**config.mk**
```make
export PLATFORM = sky130hd
export DESIGN_NAME = mini_printf_int_formatter
export DESIGN_NICKNAME = d
export VERILOG_FILES = /design/src/rtl/mpf_pkg.sv /design/src/rtl/mpf_conv.sv /design/src/rtl/mini_printf_int_formatter.sv
export SDC_FILE = /design/constraint.sdc
export NUM_CORES = 1
export LEC_CHECK = 0
export BUFFER_PORTS_ARGS = -buffer_cell sky130_fd_sc_hd__buf_2
export CAP_MARGIN = 20
export CORE_ASPECT_RATIO = 1.75
export CORE_UTILIZATION = 60
export DETAILED_ROUTE_END_ITERATION = 8
export PLACE_DENSITY = 0.8
export SLEW_MARGIN = 20
export SYNTH_ARGS = -nofsm -noshare
export SYNTH_HDL_FRONTEND = slang
export SYNTH_HIERARCHICAL = 1
export SYNTH_SLANG_ARGS = --single-unit
```
**constraint.sdc**
```tcl
create_clock -name clock -period 5.55 [get_ports clock]
set_input_delay 1.11 -clock clock [delete_from_list [all_inputs] [get_ports clock]]
set_output_delay 1.11 -clock clock [all_outputs]
set_load 0.005 [all_outputs]
```
**src/rtl/mpf_pkg.sv**
```systemverilog
// Shared types and constants for the integer printf formatter.
package mpf_pkg;

   // Width at which the argument is read, and its clamped working width.
   localparam int ARG_WIDTH = 32;
   localparam int ARG_BITS  = 32;
   localparam int EFF_WIDTH = (ARG_WIDTH > ARG_BITS) ? ARG_BITS :
                              ((ARG_WIDTH < 1) ? 1 : ARG_WIDTH);

   // Digit counts: decimal digits of the largest magnitude, and hex digits.
   localparam int DEC_DIGITS = (EFF_WIDTH * 1233) / 4096 + 1;
   localparam int HEX_DIGITS = (EFF_WIDTH + 3) / 4;
   localparam int NUM_DIGITS = (DEC_DIGITS > HEX_DIGITS) ? DEC_DIGITS : HEX_DIGITS;
   localparam int BCD_BITS   = NUM_DIGITS * 4;
   localparam int CNT_BITS   = $clog2(EFF_WIDTH + 1);
   localparam int LEFT_BITS  = $clog2(NUM_DIGITS + 1);

   // Character codes.
   localparam logic [7:0] CH_NUL         = 8'h00;
   localparam logic [7:0] CH_PCT         = 8'h25;
   localparam logic [7:0] CH_D           = 8'h64;
   localparam logic [7:0] CH_X           = 8'h78;
   localparam logic [7:0] CH_MINUS       = 8'h2d;
   localparam logic [7:0] CH_ZERO        = 8'h30;
   localparam logic [7:0] HEX_ALPHA_BASE = 8'h61 - 8'd10;
   localparam logic [3:0] NIBBLE_MASK    = 4'hf;

   // One request: a format byte with its argument.
   typedef struct packed {
      logic [7:0]         fmt_char;
      logic signed [31:0] arg_value;
      logic               fmt_end;
   } req_type;

   // One emitted byte.
   typedef struct packed {
      logic [7:0] out_char;
      logic       run_last;
   } rsp_type;

   // Start command for the digit converter.
   typedef struct packed {
      logic                 start;
      logic                 hex;
      logic [EFF_WIDTH-1:0] mag;
   } conv_cmd_type;

   // Status and digit stream from the digit converter.
   typedef struct packed {
      logic       busy;
      logic       valid;
      logic       last;
      logic [7:0] digit_char;
   } conv_stat_type;

endpackage

```
**src/rtl/mpf_conv.sv**
```systemverilog
// Bit-serial binary to decimal or hex digit converter with a digit output stream.
module mpf_conv import mpf_pkg::*; (
   input  logic          clock,
   input  logic          reset,
   input  conv_cmd_type  cmd,
   input  logic          take,
   output conv_stat_type stat
);

   typedef enum logic [3:0] {
      C_IDLE  = 4'b0001,
      C_SHIFT = 4'b0010,
      C_TRIM  = 4'b0100,
      C_EMIT  = 4'b1000
   } conv_state_type;

   conv_state_type       state_ff, state_in;
   logic [EFF_WIDTH-1:0] bin_ff, bin_in;
   logic [BCD_BITS-1:0]  bcd_ff, bcd_in;
   logic [CNT_BITS-1:0]  cnt_ff, cnt_in;
   logic [LEFT_BITS-1:0] left_ff, left_in;
   logic [BCD_BITS-1:0]  bcd_corr;
   logic [3:0]           top_digit;

   // Add three to every decimal digit of five or more before each shift.
   always_comb begin
      for (int i = 0; i < NUM_DIGITS; i++) begin
         if (bcd_ff[4*i +: 4] >= 4'd5) begin
            bcd_corr[4*i +: 4] = bcd_ff[4*i +: 4] + 4'd3;
         end else begin
            bcd_corr[4*i +: 4] = bcd_ff[4*i +: 4];
         end
      end
   end

   assign top_digit = bcd_ff[BCD_BITS-1 -: 4];

   // Digit stream toward the output register.
   assign stat.busy  = (state_ff != C_IDLE);
   assign stat.valid = (state_ff == C_EMIT);
   assign stat.last  = (left_ff == LEFT_BITS'(1));
   assign stat.digit_char = (top_digit > 4'd9) ? ({4'b0, top_digit} + HEX_ALPHA_BASE)
                                               : ({4'b0, top_digit} + CH_ZERO);

   // Sequencer: shift in the magnitude (decimal) or load it (hex), drop leading zeros, then emit digits.
   always_comb begin
      state_in = state_ff;
      bin_in   = bin_ff;
      bcd_in   = bcd_ff;
      cnt_in   = cnt_ff;
      left_in  = left_ff;
      unique case (state_ff)
         C_IDLE: begin
            if (cmd.start) begin
               if (cmd.hex) begin
                  bcd_in   = BCD_BITS'(cmd.mag);
                  left_in  = LEFT_BITS'(NUM_DIGITS);
                  state_in = C_TRIM;
               end else begin
                  bin_in   = cmd.mag;
                  bcd_in   = '0;
                  cnt_in   = CNT_BITS'(EFF_WIDTH);
                  state_in = C_SHIFT;
               end
            end
         end
         C_SHIFT: begin
            bcd_in = {bcd_corr[BCD_BITS-2:0], bin_ff[EFF_WIDTH-1]};
            bin_in = bin_ff << 1;
            cnt_in = cnt_ff - CNT_BITS'(1);
            if (cnt_ff == CNT_BITS'(1)) begin
               left_in  = LEFT_BITS'(NUM_DIGITS);
               state_in = C_TRIM;
            end
         end
         C_TRIM: begin
            if (top_digit == 4'd0 && left_ff > LEFT_BITS'(1)) begin
               bcd_in  = bcd_ff << 4;
               left_in = left_ff - LEFT_BITS'(1);
            end else begin
               state_in = C_EMIT;
            end
         end
         C_EMIT: begin
            if (take) begin
               bcd_in  = bcd_ff << 4;
               left_in = left_ff - LEFT_BITS'(1);
               if (left_ff == LEFT_BITS'(1)) begin
                  state_in = C_IDLE;
               end
            end
         end
         default: begin
            state_in = C_IDLE;
         end
      endcase
   end

   // Control state is reset; the shift registers are not.
   always_ff @(posedge clock) begin
      if (reset) begin
         state_ff <= C_IDLE;
      end else begin
         state_ff <= state_in;
      end
   end

   always_ff @(posedge clock) begin
      bin_ff  <= bin_in;
      bcd_ff  <= bcd_in;
      cnt_ff  <= cnt_in;
      left_ff <= left_in;
   end

endmodule

```
**src/rtl/mini_printf_int_formatter.sv**
```systemverilog
// Top level of the integer printf formatter.
//
// Usage: each request carries one format byte, an argument and an end flag.
// Ordinary bytes other than NUL are echoed as a one-byte run. A '%' emits
// nothing and, unless its end flag is set, arms the next byte: 'd' emits the
// signed decimal text of the argument, 'x' its lowercase hex text without
// leading zeros, anything else is dropped. The last byte of every run has
// run_last set. An echoed byte appears in the cycle after the request is
// accepted. A 'd' directive converts bit serially, one argument bit a cycle,
// then skips up to 9 leading zero digits, one a cycle, then emits one digit
// a cycle while the output is not stalled; a leading '-' is emitted at
// accept. An 'x' directive skips up to 9 zero digits and emits one digit a
// cycle while the output is not stalled. Requests are held off while a
// directive is converted or emitted. Reset clears the pending '%' and the
// output register. A stalled response holds its byte; a new request is taken
// only when the output register is free or being drained in that cycle.
module mini_printf_int_formatter import mpf_pkg::*; (
   input  logic    clock,
   input  logic    reset,
   input  logic    req_valid,
   output logic    req_stall,
   input  req_type req_payload,
   output logic    rsp_valid,
   input  logic    rsp_stall,
   output rsp_type rsp_payload
);

   logic                 pending_ff, pending_in;
   logic                 rsp_valid_ff, rsp_valid_in;
   rsp_type              rsp_payload_ff, rsp_payload_in;
   logic                 accept, out_free, take;
   logic                 is_d, is_x, is_pct, is_echo, neg;
   logic [EFF_WIDTH-1:0] arg_v, neg_mag;
   conv_cmd_type         cmd;
   conv_stat_type        stat;

   // Handshake: one request at a time, taken while the converter is idle and the output register is free.
   assign out_free  = !rsp_valid_ff || !rsp_stall;
   assign req_stall = stat.busy || !out_free;
   assign accept    = req_valid && !req_stall;
   assign take      = stat.valid && out_free;

   // Classify the byte against the pending percent.
   assign is_d    = pending_ff && (req_payload.fmt_char == CH_D);
   assign is_x    = pending_ff && (req_payload.fmt_char == CH_X);
   assign is_pct  = !pending_ff && (req_payload.fmt_char == CH_PCT);
   assign is_echo = !pending_ff && (req_payload.fmt_char != CH_PCT)
                    && (req_payload.fmt_char != CH_NUL);

   // Argument read at the working width; magnitude of a negative value.
   assign arg_v   = req_payload.arg_value[EFF_WIDTH-1:0];
   assign neg     = arg_v[EFF_WIDTH-1];
   assign neg_mag = (~arg_v) + EFF_WIDTH'(1);

   assign cmd.start = accept && (is_d || is_x);
   assign cmd.hex   = is_x;
   assign cmd.mag   = (is_d && neg) ? neg_mag : arg_v;

   mpf_conv u_conv (
      .clock (clock),
      .reset (reset),
      .cmd   (cmd),
      .take  (take),
      .stat  (stat)
   );

   // Pending percent: set by an unarmed '%', cleared by any other byte or by the end flag.
   always_comb begin
      pending_in = pending_ff;
      if (accept) begin
         pending_in = is_pct && !req_payload.fmt_end;
      end
   end

   // Output register: echo byte or minus sign at accept, digits afterwards.
   always_comb begin
      rsp_valid_in   = rsp_valid_ff;
      rsp_payload_in = rsp_payload_ff;
      if (accept && is_echo) begin
         rsp_valid_in            = 1'b1;
         rsp_payload_in.out_char = req_payload.fmt_char;
         rsp_payload_in.run_last = 1'b1;
      end else if (accept && is_d && neg) begin
         rsp_valid_in            = 1'b1;
         rsp_payload_in.out_char = CH_MINUS;
         rsp_payload_in.run_last = 1'b0;
      end else if (take) begin
         rsp_valid_in            = 1'b1;
         rsp_payload_in.out_char = stat.digit_char;
         rsp_payload_in.run_last = stat.last;
      end else if (!rsp_stall) begin
         rsp_valid_in = 1'b0;
      end
   end

   always_ff @(posedge clock) begin
      if (reset) begin
         pending_ff   <= 1'b0;
         rsp_valid_ff <= 1'b0;
      end else begin
         pending_ff   <= pending_in;
         rsp_valid_ff <= rsp_valid_in;
      end
   end

   always_ff @(posedge clock) begin
      rsp_payload_ff <= rsp_payload_in;
   end

   assign rsp_valid   = rsp_valid_ff;
   assign rsp_payload = rsp_payload_ff;

endmodule

```
==> reports/summary.txt, run 1 <==
Ys Warns = 6
worst r2r path cells = 10
Post-Place Cells = 792
DRT iter0 DRCs = 362
WP data required = 5.56 ns
TritonCTS Buffers = 9
Core Area = 9910 um2
critical path capture point type = flop
Max Root-Sink Buffers = 2
CP Class = flop to flop
hold path endpoint = pending_ff$_SDFFE_PP0P_
worst r2r dst = u_conv/bcd_ff[37]$_DFFE_PP_
Mapped Cells = 633
power density cells = 215.6 nW/um2
GRT overflow = 0
synth top area cells = edfxtp_1 44%, nand2_1 8.4%, xnor2_1 5.7%
worst stage delay on the critical path = 0.55 ns
minimum period implied by the final worst setup slack = 3.574 ns
ANT cells = 0
commonest non-fill, non-tap cell in the layout = nand2_1
clock sink total = 97
Worst Skew = 0.01062 ns
CP Cell Sequence = nor4b_1, inv_1, a21oi_1, nand2_1, a211oi_1, nand3b_1, o21ai_0, o211ai_1, a21oi_4, buf_4
Post-Syn Area per Cell = 9.725 um2
Mapped Nets = 703
CTS tree = built
CP arrival = 3.59 ns
RSZ-0062 raised after global routing = no
Cell Area, Synth = 6156 um2
post-CTS sizing = 0
Seq/Total Area, Yosys = 0.4618
# rows = 48
final worst slack = 1.976 ns
final std cells w/o fill = 809
Post-synth EDFFs = 90
leading area contributor after synthesis = edfxtp_1
post-CTS setup repair buffer count = 0
Worst-Skew Late Latency = 0.35 ns
Slew Limit Fails = 0
critical path launch point type = flop
top_reg_cell synth = edfxtp_1
Final HPWL DP = 10.18 mm
DRC = 0
CTS H-tree lvls = 3
Critical Path Source = u_conv/state_ff[0]$_SDFFE_PP1P_
drt pass-1 iters = 5
Fin Setup TNS = 0 ns
largest net degree at the start of global routing = 78
period utilisation layout = 0.6440
total routed wirelength = 14.47 mm
worst hold start = pending_ff$_SDFFE_PP0P_
CTS Root Cell = clkbuf_16
die height = 136.0 um
f_max = 279.8 MHz
GRT Util Overall = 0.2766
I/O pin cnt = 56
hold depth = 2
Routed WL per cell = 17.89 um
Synth Register Bits = 97
worst-path fanout max = 24
R2R Path Start = u_conv/state_ff[0]$_SDFFE_PP1P_
unique cell type count in the Yosys netlist = 62
remaining antenna violation count = 0
CTS clk-pin slew, worst paths = 0.07 ns
Fillers = 779
RePlAce Congestion = 0.8863
share of layout cells above drive strength 1 = 0.1550
Reg2Reg Setup Slack = 1.98 ns
leakage = 2.648 nW
global-route wire length before repair = 22.71 mm
final hold vios = 0
Worst Hold Class = flop to flop
status = finished, final reports clean
max_cap viols = 0
# port buffers = 55
peak supply drop = 0.0001724 V
initial core utilization = 0.6212
most frequent cells in the layout = 137 x nand2_1, 90 x edfxtp_1, 55 x buf_2, 40 x xnor2_1, 37 x o21ai_0
full die area = 10,690 um2
vias after detailed routing = 5,081
slew margin rel. = 0.4584
Slew @ Worst Pin = 0.8123 ns
Via density = 6.281
initial antenna violation count = 0
hold buffer count at CTS = 0
post-synth top area share = 0.4390
Area Growth Syn to Fin = 10.65%
Critical Path Slowest Stage Cell = a21oi_4
Place WS = 1.704 ns
nets@finish = 749
Die X = 78.57 um
Final setup violation count = 0
vias in the first global route = 4,977
asr flop ratio synth = 0
[layout make-up]
| type | count | area (um2) | area share |
|---|---|---|---|
| inverter | 31 | 116.4 | 0.01708 |
| timing repair buffer | 61 | 340.3 | 0.04996 |
| tap | 125 | 156.4 | 0.02296 |
| multi-input combinational | 479 | 3075 | 0.4515 |
| clock inverter | 6 | 51.30 | 0.007531 |
| clock buffer | 10 | 229.0 | 0.03362 |
| sequential | 97 | 2843 | 0.4173 |
[power by group]
group | internal, mW | switching (mW) | total [mW] | leakage, nW
sequential | 0.797 | 0.00134 | 0.798 | 0.877
clock | 0.310 | 0.280 | 0.590 | 0.134
combinational | 0.0337 | 0.0475 | 0.0812 | 1.64
total | 1.14 | 0.329 | 1.47 | 2.65
[layer usage]
| metal | wire length, um | GRT usage | up-vias |
|---|---|---|---|
| li1 | - | - | 2382 |
| met4 | 380 | 0.1481 | 0 |
| met1 | 5399 | 0.3038 | 2434 |
| met3 | 854 | 0.02886 | 36 |
| met2 | 7839 | 0.5121 | 229 |
| met5 | 0 | 0 | - |
[cell families after synthesis]
group,share of synthesized area
AO/OA/AOI/OAI,0.1697
XOR/XNOR,0.06829
adder cells (fa/ha/maj),0.05081
buffers and inverters,0.04309
flip-flops,0.4618
multiplexers,0.01972
other,0.0006092
AND/OR/NAND/NOR,0.1860
[synth_stat cells, drive strengths merged (2+ instances only)]
cell type	instances
a21boi	3
xor2	8
o22a	4
o22ai	6
xnor2	40
nand4b	2
nor3b	5
nand4	2
nor3	7
nor2	37
a22oi	14
a22o	6
or3	6
ha	25
o41ai	7
a211oi	2
or4	6
buf	19
o21ai	44
nor2b	2
o211ai	2
clkbuf	7
inv	31
o31ai	8
nand2	137
nand3	3
dfxtp	7
a21oi	36
and3	2
nand2b	12
nor4	3
a221o	13
mux2	9
mux2i	2
or3b	8
edfxtp	90
nor4b	6
[flip-flops by register name, summed over array words and instances, names as in the netlist]
name,flops
u_conv/left_ff,4
u_conv/bcd_ff,40
rsp_payload,9
pending_ff,1
u_conv/cnt_ff,6
rsp_valid,1
u_conv/bin_ff,32
u_conv/state_ff,4
[stage by stage]
stage	cell area (um2)	utilization	hold slack [ns]	power (mW)
3_5_place_dp	6499	0.6558	0.4913	0.8940
4_1_cts	6779	0.6841	0.5008	1.476
3_3_place_gp	6499	0.6558	0.4709	0.8918
6_report	6812	0.6874	0.5064	1.469
2_1_floorplan	6156	-	0.4342	0.8515
5_1_grt	6812	0.6874	0.5170	1.510
[worst max-delay path, delay by kind of cell (launching register included)]
kind | cells | cell delay (ns)
buffers and inverters | 2 | 0.59
AND/OR/NAND/NOR | 3 | 0.73
AO/OA/AOI/OAI | 5 | 1.40
flip-flops | 1 | 0.50
[how the worst max path moves through the flow]
stage | slack, ns | to
final | 1.98 | u_conv/bcd_ff[37]$_DFFE_PP_
after global routing | 1.67 | u_conv/bcd_ff[27]$_DFFE_PP_
after CTS | 1.99 | u_conv/bcd_ff[27]$_DFFE_PP_
after detailed placement | 1.70 | u_conv/bcd_ff[22]$_DFFE_PP_
after global placement | 1.78 | u_conv/bcd_ff[25]$_DFFE_PP_
after floorplan | 0.90 | u_conv/bcd_ff[0]$_DFFE_PP_
Note: power is estimated with default switching activity, not from simulation.
==> run 2, diff against run 1 <==
--- a/config.mk
+++ b/config.mk
@@ -5,12 +5,13 @@
 export SDC_FILE = /design/constraint.sdc
 export NUM_CORES = 1
 export LEC_CHECK = 0
+export ABC_AREA = 1
 export BUFFER_PORTS_ARGS = -buffer_cell sky130_fd_sc_hd__buf_2
 export CAP_MARGIN = 20
 export CORE_ASPECT_RATIO = 1.75
-export CORE_UTILIZATION = 60
+export CORE_UTILIZATION = 61
 export DETAILED_ROUTE_END_ITERATION = 8
-export PLACE_DENSITY = 0.8
+export PLACE_DENSITY = 0.81
 export SLEW_MARGIN = 20
 export SYNTH_ARGS = -nofsm -noshare
 export SYNTH_HDL_FRONTEND = slang
==> constraint.sdc (replaced) <==
create_clock -name clock -period 3.4 [get_ports clock]
set_input_delay 0.68 -clock clock [delete_from_list [all_inputs] [get_ports clock]]
set_output_delay 0.68 -clock clock [all_outputs]
set_load 0.005 [all_outputs]
==> run 2 against run 1 <==
  * First-iteration DRC count up 40%
  * Clock power up 66%
  * Sequential share of layout area down 3.8 points
  * Worst hold slack better by 0.010 ns
  * Via count up 19%
  * Count of clock-buffer cells in the layout down 1
  * Clock skew down 0.0054 ns
  * Utilization up 0.46 points
  * Power rose to 4.0 times the previous value
  * Area after synthesis up 11%
==> reports/summary.txt, run 2 <==
status = finished, final reports clean
DRT iter0 DRCs = 508 (+40%)
Synth Register Bits = 97 (unchanged)
DRC = 0 (unchanged)
critical path launch point type = primary input
Slew Limit Fails = 0 (unchanged)
max_cap viols = 0 (unchanged)
unique cell type count in the Yosys netlist = 41 (-34%)
CP Class = primary input to flop
total routed wirelength = 15.70 mm (+8.5%)
hold path endpoint = pending_ff$_SDFFE_PP0P_
final hold vios = 0 (unchanged)
TritonCTS Buffers = 9 (unchanged)
CTS Root Cell = clkbuf_16
# port buffers = 55 (unchanged)
share of layout cells above drive strength 1 = 0.1371 (-0.01784)
top_reg_cell synth = edfxtp_1
XOR/XNOR share of the synthesized area = 0.04045 (-0.02784)
f_max = 403.8 MHz
Worst Hold Class = primary input to flop
Worst-Skew Late Latency = 0.35 ns (about the same)
CTS tree = built
GRT Util Overall = 0.2938 (+0.01719)
Post-synth top cells = 272 x nand2_1, 100 x nor2_1, 99 x inv_1
final core utilization = 0.6920 (+0.004649)
Ys Warns = 6 (unchanged)
critical path capture point type = flop
Compound-Gate Fraction of Synth Area = 0.1095 (-0.06025)
RePlAce Congestion = 0.8942 (+0.89%)
CTS clk-pin slew, worst paths = 0.07 ns (about the same)
asr flop ratio synth = 0 (unchanged)
post-CTS sizing = 0 (unchanged)
Synth Area in Adders = 0.04576 (-0.005051)
initial core utilization = 0.6316 (+0.01035)
leakage = 3.278 nW (+24%)
power density cells = 779.6 nW/um2 (+260%)
Top reg by flops = u_conv/bcd_ff
Final setup violation count = 0 (unchanged)
Mapped Cells = 891 (+41%)
RSZ-0062 raised after global routing = no
worst-path fanout max = 4 (-83%)
most frequent cell after synthesis = nand2_1
post-synth top area share = 0.3954 (-0.04364)
slew margin rel. = 0.6042 (+0.1458)
Worst Skew = 0.005274 ns (-0.005351 ns)
Max Root-Sink Buffers = 2 (unchanged)
peak supply drop = 0.0004802 V (+180%)
post-layout instance area = 7490 um2 (+10%)
CP arrival = 2.47 ns (-1.12 ns)
Post-DP Area = 7201 um2 (+11%)
I/O pin cnt = 56 (unchanged)
remaining antenna violation count = 0 (unchanged)
Mapped Nets = 961 (+37%)
Final HPWL DP = 12.07 mm (+19%)
full die area = 11,650 um2 (+9.0%)
Die X = 82.02 um (+4.4%)
Simple-Gate Fraction of Synth Area = 0.3072 (+0.1212)
# rows = 50 (+4.2%)
main combinational cell family by area after synthesis = simple AND/OR/NAND/NOR gates
ANT cells = 0 (unchanged)
R2R Path Start = u_conv/state_ff[0]$_SDFFE_PP1P_
WP data required = 3.39 ns (-2.17 ns)
nets@finish = 1,013 (+35%)
post-CTS setup repair buffer count = 0 (unchanged)
Routed WL per cell = 14.56 um (-19%)
hold depth = 2 (unchanged)
hold buffer count at CTS = 0 (unchanged)
period utilisation layout = 0.7283
Reg2Reg Setup Slack = 0.97 ns (-1.01 ns)
vias after detailed routing = 6,032 (+19%)
worst r2r dst = u_conv/left_ff[2]$_SDFFCE_PP0P_
leading area contributor after synthesis = edfxtp_1
most frequent cells in the layout = 272 x nand2_1, 100 x nor2_1, 99 x inv_1, 90 x edfxtp_1, 61 x o21ai_0
minimum period implied by the final worst setup slack = 2.476 ns
post-synthesis mux area share = 0 (-0.01972)
clock sink total = 97 (unchanged)
Slew @ Worst Pin = 0.5937 ns (-0.2186 ns)
Fin Setup TNS = 0 ns (unchanged)
Cell Area, Synth = 6835 um2 (+11%)
synth top area cells = edfxtp_1 40%, nand2_1 15%, nor2_1 5.5%
drt pass-1 iters = 5 (unchanged)
Area Growth Syn to Fin = 9.573%
Via density = 5.596 (-11%)
CTS H-tree lvls = 3 (unchanged)
max FFs per register = 40 (unchanged)
vias in the first global route = 5,842 (+17%)
Core Area = 10,820 um2 (+9.2%)
die height = 142.0 um (+4.4%)
worst r2r path cells = 12 (+2)
Seq/Total Area, Yosys = 0.4159 (-0.04590)
commonest non-fill, non-tap cell in the layout = nand2_1
initial antenna violation count = 0 (unchanged)
largest net degree at the start of global routing = 59 (-24%)
global-route wire length before repair = 25.90 mm (+14%)
Total Power = 5.839 mW (+300%)
Post-Syn Area per Cell = 7.671 um2 (-21%)
worst hold start = reset
Critical Path Source = req_payload[33]
Post-synth EDFFs = 90 (unchanged)
GRT overflow = 0 (unchanged)
[run 2: changes by cell type in the layout (fill, tap and decap cells not counted), sizes merged, moves of 13 or more]
cell	before	now
o21ai	44	69
nor2	37	112
nand2	137	281
o211ai	2	15
nand3	3	54
xnor2	40	12
inv	33	109
a221o	13	0
a22oi	14	0
[run 2: how the worst max path moves through the flow]
stage / to / slack, ns / depth (start not counted)
finish: u_conv/left_ff[2]$_SDFFCE_PP0P_ / 0.92 / 14
global route: u_conv/left_ff[2]$_SDFFCE_PP0P_ / 0.66 / 12
CTS: u_conv/left_ff[2]$_SDFFCE_PP0P_ / 0.91 / 14
detailed placement: u_conv/left_ff[2]$_SDFFCE_PP0P_ / 0.58 / 14
global placement: u_conv/left_ff[1]$_SDFFCE_PP1P_ / 0.66 / 14
floorplan: u_conv/bcd_ff[0]$_DFFE_PP_ / 0.43 / 13
[run 2: layout make-up]
class	count	area, um2
clock buffer	9	225.2
timing repair buffer	63	335.3
sequential	97	2843
clock inverter	7	63.81
fill	912	3333
multi-input combinational	665	3457
tap	130	162.7
inverter	107	402.9
[run 2: metal layers]
metal | global-route usage | share of wire
met5 | 0 | 0
met4 | 0.1320 | 0.033
met3 | 0.04167 | 0.046
met2 | 0.5459 | 0.55
met1 | 0.3149 | 0.37
[run 2: kinds of logic (layout without fill, tap and decap cells)]
family	Yosys count	in the layout
and+or+nand+nor	481	481
DFF	97	97
adders and majority gates	25	25
xor gates and xnor gates	29	29
buffers and inverters	129	186
other	1	1
AOI/OAI and AO/OA	129	129
[run 2: critical path, cell delays in order]
cell and delay [ns]:
buf_2 0.12, nor2_2 0.13, inv_2 0.07, nor2_4 0.15, inv_1 0.06, nor4_2 0.19
nor2_1 0.08, nor2_1 0.09, inv_1 0.05, nand3_1 0.11, nand2_1 0.10, inv_2 0.10
nand3_1 0.10, nor3_1 0.45
[run 2: per-stage QoR]
step / hold WS, ns / cells / setup WS, ns
after floorplan: 0.4777 / 891 / 0.4325
after CTS: 0.5131 / 1078 / 0.9113
final: 0.5164 / 1078 / 0.9237
after global placement: 0.5035 / 1062 / 0.6627
after detailed placement: 0.5104 / 1062 / 0.5789
after global routing: 0.5195 / 1078 / 0.6573
[run 2: where the power goes]
group / leakage (nW) / switching [mW] / internal, mW
Clock: 0.136 / 0.471 / 0.511
Combinational: 2.23 / 1.64 / 0.730
Sequential: 0.908 / 0.338 / 2.15
Total: 3.28 / 2.45 / 3.39
